$ cat src/hdl/mpg_ram.sv
// ----------------------------------------------------------------------------
// mpg_ram
// Simple dual-port synchronous RAM, one write and one registered read port.
// ----------------------------------------------------------------------------
`default_nettype none

module mpg_ram #(
    parameter int WIDTH = 8,
    parameter int DEPTH = 16
) (
    input  wire logic                     clk,
    input  wire logic                     wr_en,
    input  wire logic [$clog2(DEPTH)-1:0] wr_addr,
    input  wire logic [WIDTH-1:0]         wr_data,
    input  wire logic                     rd_en,
    input  wire logic [$clog2(DEPTH)-1:0] rd_addr,
    output logic      [WIDTH-1:0]         rd_data
);

    logic [WIDTH-1:0] mem [DEPTH];

    always_ff @(posedge clk)
    begin
        if (wr_en)
        begin
            mem[wr_addr] <= wr_data;
        end
        if (rd_en)
        begin
            rd_data <= mem[rd_addr];
        end
    end

endmodule

`default_nettype wire

$ cat config.mk
export PLATFORM = sky130hd
export DESIGN_NAME = mpg_ram
export DESIGN_NICKNAME = d
export VERILOG_FILES = /design/src/hdl/mpg_ram.sv
export SDC_FILE = /design/constraint.sdc
export NUM_CORES = 1
export LEC_CHECK = 0
export ABC_CLOCK_PERIOD_IN_PS = 5000
export BUFFER_PORTS_ARGS = -buffer_cell sky130_fd_sc_hd__buf_4
export CORE_ASPECT_RATIO = 0.5
export CORE_UTILIZATION = 34
export DETAILED_ROUTE_END_ITERATION = 8
export SETUP_SLACK_MARGIN = 0.02
export SLEW_MARGIN = 15
export SYNTH_ARGS = -nofsm -noshare
export SYNTH_HDL_FRONTEND = slang
export SYNTH_SLANG_ARGS = --single-unit
export TNS_END_PERCENT = 20
$ cat constraint.sdc
create_clock -name clk -period 5 [get_ports clk]
set_input_delay 0.25 -clock clk [delete_from_list [all_inputs] [get_ports clk]]
set_output_delay 0.25 -clock clk [all_outputs]
set_load 0.01 [all_outputs]
=== Word level (Yosys, flattened, before mapping) ===
Memory sizes are Yosys's and may differ from the RTL's. A register that Yosys moved wholly into a read port is not among the register bits.
Index checks and enable logic that the tools add are counted.

* Muxes and demuxes: 2

{| class="wikitable"
|+ Operator list
! operator !! count
|-
| 1-bit 2-to-1 mux || 2
|}

* Memories: 1
* Output and inout bits: 8
* Bits in writable memories: 128
* Register bits: 0
* Word-level logic and storage cells: 3

{| class="wikitable"
|+ Memories
! name !! depth !! bits a word !! rd ports !! clocked after Yosys merged registers in !! wr ports !! RTL line !! RTL
|-
| mem || 16 || 8 || 1 || 1 || 1 || 20 || <nowiki>logic [WIDTH-1:0] mem [DEPTH];</nowiki>
|}

=== Depth between registers and ports, before layout ===
* Word-level depth: 2
* Gate-level depth with buffers: 5
* Gate-level depth less buffers: 3

=== Worst setup path after synthesis ===
No wires, ideal clock.

* Kind: input-to-reg
* Start: input port wr_addr[2]
* End: memory mem[0][0], enable pin
* Required time: 4.617 ns
* Stages on the path: 2
* Slack: 3.257 ns
* Data arrival time: 1.360 ns
* Path through: or3b_2 > nor3_1

{| class="wikitable"
|+ RTL lines
! element !! RTL line !! RTL
|-
| start: declaration || 13 || <nowiki>input wire logic [$clog2(DEPTH)-1:0] wr_addr,</nowiki>
|-
| end: declaration || 20 ||
|}

No word-level cell before the write port.

==> flow_summary_export.csv <==
group,metric,value,unit
hold_path,hp-class,"in -> reg",
sta,slew_violations,0,
pwr,switchingPower,485,uW
finish,area_delta_synth_final,16.9,%
sta,totalNegativeSetupSlack,0,ns
grt,grt_usage,0.141,
pwr,total_leakage_power,1.99,nW
pwr,comb_power_share,0.048,
worst_setup_path,cp_max_fo,32,
clock_tree,cts_tree,"built",
floorplan,rows,31,
placed_design,place.gp.congestion,0.782,
drt,drtIter0Drc,180,
worst_setup_path,endpoint_kind,"register",
job,drv_cap,0,
clock_tree,cts_setup_buffers,0,
finish,antennaDiodeCount,0,
synth,yosys-top-cells-count,"136 x edfxtp_1, 18 x mux4_2, 16 x a22oi_1",
worst_setup_path,crit_chain,"buf_4 > mux4_1 > a22oi_1 > nand2_1",
finish,stdcell_count,476,
grt,grt_max_degree,33,
synth,synth_top_area_frac,0.781,
floorplan,core,14700,sq um
grt,grt_pass1_wl,15400,microns
pwr,p_int,2.01,mW
clock_tree,cts_sinks,136,
clock_tree,htree_levels,4,
drt,ant_nets,0,
placed_design,dp_cells,446,
synth,yosysUniqueCellTypes,18,
status,status,"finished clean",
clock_tree,clk_transition_reported_paths,0.05,ns
placed_design,hpwl,6360,microns
grt,grt_pass1_vias,2511,
drt,drc_errors,0,
sta,fin_crit,1.73,ns
drt,vias,2391,
finish,drive_gt1_frac,0.245,
floorplan,io_pins,27,
clock_tree,clk-insertion-delay-late,0.41,ns
synth,syn_inst,229,
floorplan,die_area,15900,sq um
pwr,swShare,0.195,
finish,final_util,0.415,
drt,wl,10300,microns
worst_setup_path,critPathLaunchType,"input port",
floorplan,die_h,89.7,microns
floorplan,start_util,0.355,
pwr,seqPwrFrac,0.520,
synth,ys.flop_type,"edfxtp_1",
sta,hold_violations,0,
sta,period_share,0.347,
worst_setup_path,cp.required,5.14,ns
pwr,power.density,408,nW/um^2
sta,slew_headroom,0.288,
sta,worst_slack,3.27,ns
sta,timing.fmax,0.577,GHz
synth,yosysWarnings,0,
clock_tree,postCtsHoldBufs,0,
drt,drt_pass1_iterations,5,
placed_design,port_buffers,26,
clock_tree,clockBufferDepth,2,
synth,ys_top_cells_by_area,"edfxtp_1 78%, mux4_2 7.8%, mux4_1 7.0%",
finish,nNetsFinal,286,
pwr,power_frac_clock,0.432,
synth,ys_seq_area_frac,0.781,
sta,rsz0062_at_grt,"false",
pwr,peakVddDrop,0.232,mV
clock_tree,clockRootBuffer,"clkbuf_16",
synth,synth_top_area_cell,"edfxtp_1",
clock_tree,post_cts_resize_count,0,
drt,wl_per_cell,21.6,microns
synth,post_synth.cell_area_avg,22.8,sq um
worst_setup_path,cpPeakStageDelay,0.65,ns
sta,setup_viol,0,
worst_setup_path,crit_slowest_cell,"mux4_1",
floorplan,fp.dieW,177,microns
placed_design,dp_slack,2.84,ns
sta,skew,0.00935,ns
synth,synth-seq-cells,136,
grt,antenna_found_initial,0,
sta,worst_pin_slew,1.06,ns
synth,synth_edf_count,136,
clock_tree,cts-buffers-inserted,17,
synth,synthArstFlopShare,0,
drt,viasPerCell,5.02,
worst_setup_path,path_class,"in -> reg",
grt,gr-total-overflow,0,
synth,synth_fp_nets,248,
worst_setup_path,cp.arrival,1.87,ns
synth,synth_most_common_cell,"edfxtp_1",
synth,synth_area,5230,sq um
[layout make-up]
| class | instances | area [sq um] |
|---|---|---|
| Fill cell | 1288 | 8630 |
| Sequential cell | 136 | 4080 |
| Multi-Input combinational cell | 83 | 1060 |
| Clock buffer | 23 | 448 |
| Tap cell | 198 | 248 |
| Timing Repair Buffer | 29 | 218 |
| Clock inverter | 7 | 55.1 |
[critical path, delay by kind of cell]
| kind | cells | cell delay, ns |
|---|---|---|
| buf+inv | 1 | 0.49 |
| compound gates | 1 | 0.33 |
| mux | 1 | 0.65 |
| simple gates | 1 | 0.14 |
[power by group through the flow]
stage               logic (mW)  clock network (mW)  registers, mW
finish                   0.120                1.08           1.29
global placement         0.118                   0           1.32
detailed placement       0.122                   0           1.32
global route             0.130                1.14           1.30
CTS                      0.122                1.09           1.29
floorplan               0.0648                   0           1.32
[flip-flops by register name (all words and copies together) (netlist names)]
signal   count
mem        128
rd_data      8
[layout by cell type, fill, tap and decap left out, drive strengths merged]
cell type,Yosys,final
and2,1,1
and2b,1,1
clkbuf,0,23
nor3,4,4
clkinv,0,6
nor2b,1,1
nand3,1,1
nor2,13,13
nand2,9,9
a22oi,16,16
nand2b,2,2
bufinv,0,1
or3b,1,1
mux4,32,32
buf,7,29
edfxtp,136,136
nand3b,2,2
[stage by stage]
stage	hold slack, ns	instance area, sq um	power (mW)
6_report	0.157	6110	2.49
5_1_grt	0.155	6110	2.56
4_1_cts	0.146	6110	2.51
3_5_place_dp	0.574	5610	1.44
3_3_place_gp	0.555	5610	1.43
2_1_floorplan	0.349	5230	1.38
[per-layer routing]
metal | global-route usage | vias to the layer above | part of all wire
met5 | 0 | - | 0
met4 | 0.0490 | 0 | 0.0083
met3 | 0.0408 | 6 | 0.068
met2 | 0.213 | 75 | 0.46
met1 | 0.196 | 1252 | 0.47
li1 | - | 1058 | -
[worst paths after layout]
path / start / to / slack, ns / cells past startpoint
min reg2reg: mem[15][4] / rd_data[4] / 0.76 / 3
min: rd_en / rd_data[1] / 0.16 / 1
max reg2reg: mem[0][1] / rd_data[1] / 3.36 / 3
max: rd_addr[0] / rd_data[1] / 3.27 / 4
[cells by family after synthesis]
logic type,share of synthesized area
AOI/OAI and AO/OA,0.0230
buffers and inverters,0.0165
DFF,0.781
muxes,0.148
and+or+nand+nor,0.0314
(Power assumes the default switching activity.)
