[config.mk]
export PLATFORM = sky130hd
export DESIGN_NAME = mpg_acc
export DESIGN_NICKNAME = d
export VERILOG_FILES = /design/src/hdl/mpg_pkg.sv /design/src/hdl/mpg_acc.sv
export SDC_FILE = /design/constraint.sdc
export NUM_CORES = 2
export LEC_CHECK = 0
export ABC_AREA = 1
export BUFFER_PORTS_ARGS = -buffer_cell sky130_fd_sc_hd__buf_4
export CORE_UTILIZATION = 50
export DETAILED_ROUTE_END_ITERATION = 7
export HOLD_SLACK_MARGIN = 0.15
export PLACE_DENSITY = 0.73
export SKIP_CTS_REPAIR_TIMING = 1
export SYNTH_ARGS = -nofsm -noshare
export SYNTH_HDL_FRONTEND = slang
export SYNTH_SLANG_ARGS = --single-unit
[constraint.sdc]
create_clock -name clk -period 13.3 [get_ports clk]
set_input_delay 2.66 -clock clk [delete_from_list [all_inputs] [get_ports clk]]
set_output_delay 2.66 -clock clk [all_outputs]
set_load 0.005 [all_outputs]
[src/hdl/mpg_pkg.sv]
// ----------------------------------------------------------------------------
// mpg_pkg
// Shared types and constants for the gap-limited max product block.
// ----------------------------------------------------------------------------
`default_nettype none

package mpg_pkg;

    localparam int MAX_N  = 64;
    localparam int MAX_K  = 8;
    localparam int POS_W  = $clog2(MAX_N);
    localparam int KI_W   = $clog2(MAX_K);
    localparam int ADDR_W = POS_W + KI_W;
    localparam int DEPTH  = MAX_N * MAX_K;
    localparam int PROD_W = 64;

    // configuration register indexes
    localparam logic [1:0] CFG_CHOOSE = 2'd0;
    localparam logic [1:0] CFG_GAP    = 2'd1;

    // one table entry: reach mark plus largest and smallest product
    typedef struct packed {
        logic              reach;
        logic [PROD_W-1:0] hi;
        logic [PROD_W-1:0] lo;
    } entry_t;

    // control from sequencer to accumulator
    typedef struct packed {
        logic clr;
        logic rd_valid;
    } acc_ctl_t;

endpackage

`default_nettype wire

[src/hdl/mpg_acc.sv]
// ----------------------------------------------------------------------------
// mpg_acc
// Multiplies predecessor extremes by the new value and folds them into the
// running largest / smallest product of one table cell.
// ----------------------------------------------------------------------------
`default_nettype none

module mpg_acc (
    input  wire logic              clk,
    input  wire logic              rst_n,
    input  wire mpg_pkg::acc_ctl_t ctl,
    input  wire logic signed [7:0] value,
    input  wire mpg_pkg::entry_t   rd_entry,
    output mpg_pkg::entry_t        acc
);

    logic                                 mul_v_reg;
    logic signed [mpg_pkg::PROD_W-1:0]    a_reg, b_reg;
    logic signed [mpg_pkg::PROD_W-1:0]    a_next, b_next;
    logic signed [mpg_pkg::PROD_W-1:0]    big, small_v;
    logic                                 ok_reg;
    logic signed [mpg_pkg::PROD_W-1:0]    hi_reg, lo_reg;

    // products of stored extremes by the new value
    assign a_next = $signed(rd_entry.hi) * mpg_pkg::PROD_W'(value);
    assign b_next = $signed(rd_entry.lo) * mpg_pkg::PROD_W'(value);

    assign big     = (a_reg > b_reg) ? a_reg : b_reg;
    assign small_v = (a_reg < b_reg) ? a_reg : b_reg;

    always_ff @(posedge clk or negedge rst_n)
    begin
        if (!rst_n)
        begin
            mul_v_reg <= 1'b0;
            ok_reg    <= 1'b0;
        end
        else
        begin
            mul_v_reg <= ctl.rd_valid && rd_entry.reach && !ctl.clr;
            if (ctl.clr)
            begin
                ok_reg <= 1'b0;
            end
            else if (mul_v_reg)
            begin
                ok_reg <= 1'b1;
            end
        end
    end

    // multiply stage and fold stage payload
    always_ff @(posedge clk)
    begin
        a_reg <= a_next;
        b_reg <= b_next;
        if (mul_v_reg && !ctl.clr)
        begin
            if (!ok_reg || big > hi_reg)
            begin
                hi_reg <= big;
            end
            if (!ok_reg || small_v < lo_reg)
            begin
                lo_reg <= small_v;
            end
        end
    end

    assign acc.reach = ok_reg;
    assign acc.hi    = hi_reg;
    assign acc.lo    = lo_reg;

endmodule

`default_nettype wire

Word level (Yosys, flattened, before mapping)
Cells that the tools add are included.

cells by class
  multipliers = 2
  $lt $le $gt $ge = 4
  mux-type cells = 4
  reductions and logical operators = 10

operator list
  kind                                           number
  64-bit greater-than comparator                 2
  64-bit less-than comparator                    2
  64-bit by 8-bit multiplier with 64-bit output  2
  64-bit two-way mux                             2
  2-bit AND reduction                            2
  1-bit logical AND                              3
  1-bit logical NOT                              2
  1-bit logical OR                               2
  1-bit two-way mux                              2
  2-bit nonzero test                             1

storage, ports and cells
  register bits after elaboration = 258
  input bits = 141
  output and inout bits = 129

Logic depth before layout (Yosys ltp)
  word-level depth = 5
  depth in mapped cells = 35

Worst setup path before layout
No wires, ideal clock.

  path kind = in2reg
  from = input port value[0]
  to = register b_reg[52] (netlist name)
  setup time = 0.120 ns
  arrival time = 7.816 ns
  required time = 13.180 ns
  setup slack = 5.364 ns
  stages = 27
  buffers on the path = 3
  cell sequence = clkbuf_1 > clkbuf_1 > buf_1 > nand2_1 > fa_1 > fa_1 > inv_1 > fa_1 > inv_1 > fa_1 > inv_1 > ha_1 > a21oi_1 > o21ai_2 > a21oi_2 > o21ai_2 > a21boi_4 > o21ai_4 > a21boi_4 > o21ai_2 > a21boi_4 > o21ai_4 > a21oi_4 > nor2_4 > nand2_2 > nand2_2 > xor2_2

on the way
  word-level cells in the longest chain between the ends = 1

RTL lines
  what                                           RTL line       text
  start: declaration                             mpg_acc.sv:12  input wire logic signed [7:0] value,
  64-bit by 8-bit multiplier with 64-bit output  mpg_acc.sv:26  assign b_next = $signed(rd_entry.lo) * mpg_pkg::PROD_W'(value);
  named net b_next, one bit                      mpg_acc.sv:19  logic signed [mpg_pkg::PROD_W-1:0] a_next, b_next;
  end signal: assignment                         mpg_acc.sv:56  b_reg <= b_next;
  end: declaration                               mpg_acc.sv:18  logic signed [mpg_pkg::PROD_W-1:0] a_reg, b_reg;

The timed path passes the listed nets, and every way through them passes these cells.
A chain may end at the register's enable or synchronous reset.

Final worst setup path
  from = input port value[2]
  to = register b_reg[52] (netlist name)

The elaborated chain is that of the path after synthesis.

==> results.toml <==
[place]
dp.cells = 7176
gp_congestion = 0.985
place_area_um2 = 48600
dp_hpwl_mm = 108
portBuffers = 269

[clock_tree]
clk_pin_slew_ps = 60
cts_tree = "built"
clk-insertion-delay-late_ps = 570
numCtsBuffers = 28
clock_path_buffers = 3
htree_levels = 1
cts_root_buffer = "clkbuf_16"
cts.sinks = 258

[yosys]
ys_ff_latch = 258
synth_top_area_frac = 0.305
synth_most_common_cell = "inv_1"
netlist_area_um2 = 45900
synth_edf_count = 128
synth-seq-area-share = 0.141
syn_avg_cell_area_um2 = 7.69
syn_inst = 5964
yosys.cell_types.count = 58
syn_nets = 7254
synth_top_cell_by_area = "fa_1"
yosys_most_used_dff = "edfxtp_1"
synth.top_cells.by_count = "inv_1 (1,842), nand2_1 (1,288), fa_1 (698)"
synth_area_leaders = "fa_1 (30%), inv_1 (15%), ha_1 (12%)"
ys_warn_count = 0
synthArstFlopShare = 0.00775

[grt]
grt-busiest-layer = "met2"
grt_pass1_wl_mm = 207
use_met1 = 0.377
grt_antenna_before_repair = 1
grt_overflow = 0
grt_use_met3 = 0.0426
grt_max_degree = 99
grt_pass1_vias = 38400
grtUsageMet2 = 0.466
gr-usage-all-layers = 0.281

[floorplanning]
placementRows = 110
die-area_um2 = 92900
start_util = 0.507
coreArea_um2 = 90400
ios = 270
die_y_um = 305
die-width_um = 305

[sta]
period_share = 0.633
hold_violations = 0
fin_skew_ps = 23.4
period_minus_slack_ps = 8420
maxSlewViolCount = 0
max_slew_margin = 0.373
max_freq_mhz = 119
finalSetupViolations = 0
tightestPinTransition_ps = 927
fin_tns_setup_ps = 0
rsz0062_at_grt = "false"

[routing]
wl_mm = 128
wl_per_cell_um = 17.7
dr.pass1.iters = 8
antenna_left = 0
drt_drc_violations_left = 0
first_iter_violations = 2862
routed_via_density = 5.12
vias = 37000

[pwr]
power.total_mw = 12.6
ir_drop_mv = 0.269
p_leak_nw = 28.5
powerDensity_nw_per_um2 = 255

[layout]
fin_cells = 7228
nNetsFinal = 7320
syn_to_final_growth_pct = 7.94
n_antenna_cell = 0
drive_gt1_frac = 0.0861
final_area_um2 = 49500

[worst_setup_path]
crit_required_ps = 13750
start_kind = "primary input"
critPathKind = "in2reg"
worst_path_max_delay_cell = "buf_4"
critPathMaxFanout = 73
critPathArrivalTime_ps = 8870
critPathCaptureType = "register"
path_common_cell = "fa_1"
slowest_delay_ps = 680

[min_path]
worstHoldPathType = "reg2reg"

[flow_run]
drv_cap = 0

[status]
status = "completed"
-- layout make-up --
| cell class | count | area (um2) |
|---|---|---|
| Clock buffer | 41 | 812 |
| Clock inverter | 11 | 135 |
| Fill cell | 8401 | 40900 |
| Inverter | 1844 | 6920 |
| Multi-Input combinational cell | 3613 | 31600 |
| Sequential cell | 258 | 6460 |
| Tap cell | 1176 | 1470 |
| Timing Repair Buffer | 285 | 2140 |
-- through the flow --
stage          hold WS (ps)   util  setup WS, ps
6_report                533  0.547          4880
5_1_grt                 581  0.547          4520
4_1_cts                 532  0.547          4940
3_5_place_dp            513  0.537          4360
3_3_place_gp            492  0.537          4480
2_1_floorplan           476      -          5360
-- layer usage --
metal | share of wire | wire [um] | vias to the layer above
met1 | 0.42 | 54100 | 17900
li1 | - | - | 17500
met5 | 0.00010 | 13 | -
met4 | 0.036 | 4640 | 2
met3 | 0.081 | 10400 | 196
met2 | 0.46 | 59000 | 1379
-- worst paths after layout --
path                                     start                    to  slack [ps]  cells past startpoint
max in group asynchronous                rst_n    ok_reg$_DFFE_PN0P_       11350                      1
hold / removal             mul_v_reg$_DFF_PN0_    ok_reg$_DFFE_PN0P_         530                      2
setup reg to reg             a_reg[47]$_DFF_P_  hi_reg[28]$_DFFE_PP_        6300                     26
hold reg to reg            mul_v_reg$_DFF_PN0_    ok_reg$_DFFE_PN0P_         530                      2
min in group asynchronous                rst_n   mul_v_reg$_DFF_PN0_        1860                      1
setup / recovery                      value[2]     b_reg[52]$_DFF_P_        4880                     26
-- cells in the final DEF, fill, tap and decap left out, types with 4 or more instances in the layout --
cell	n
o21ai_0	146
a21oi_2	5
nor4_1	6
nand2_1	1287
nand3_1	43
buf_4	285
o21ai_4	5
o21bai_1	6
a21oi_4	5
edfxtp_1	128
nand2_2	6
xor2_1	79
dfxtp_1	128
o2111ai_1	9
nor3_1	21
a21boi_4	5
o221ai_1	9
clkbuf_1	7
or2_2	113
a21oi_1	264
o21ai_1	5
a31oi_1	42
nor2_1	210
nand4_1	23
a221oi_1	5
a21boi_2	15
clkbuf_8	4
fa_1	698
o21ai_2	20
o31ai_1	5
clkbuf_16	29
o211ai_1	5
a21o_1	8
o21a_1	16
xnor2_1	59
a211oi_1	12
ha_1	451
inv_1	1841
-- where the power goes --
part           internal (mW)  switching, mW
Combinational           3.60           6.46
Clock                  0.480          0.337
Sequential              1.40          0.336
-- worst max-delay path, delay by kind of cell --
kind | cells | cell delay, ps
compound gates | 11 | 1770
xor+xnor | 1 | 140
fa+ha+maj | 5 | 2360
buf+inv | 5 | 1500
simple gates | 4 | 340
-- cells by family after synthesis --
logic type      Yosys count  share of synthesized area
buf+inv                2093                      0.171
simple gates           1727                      0.153
fa+ha+maj              1149                      0.428
compound gates          598                     0.0805
flops                   258                      0.141
xor+xnor                139                     0.0267
(Power assumes the default switching activity.)
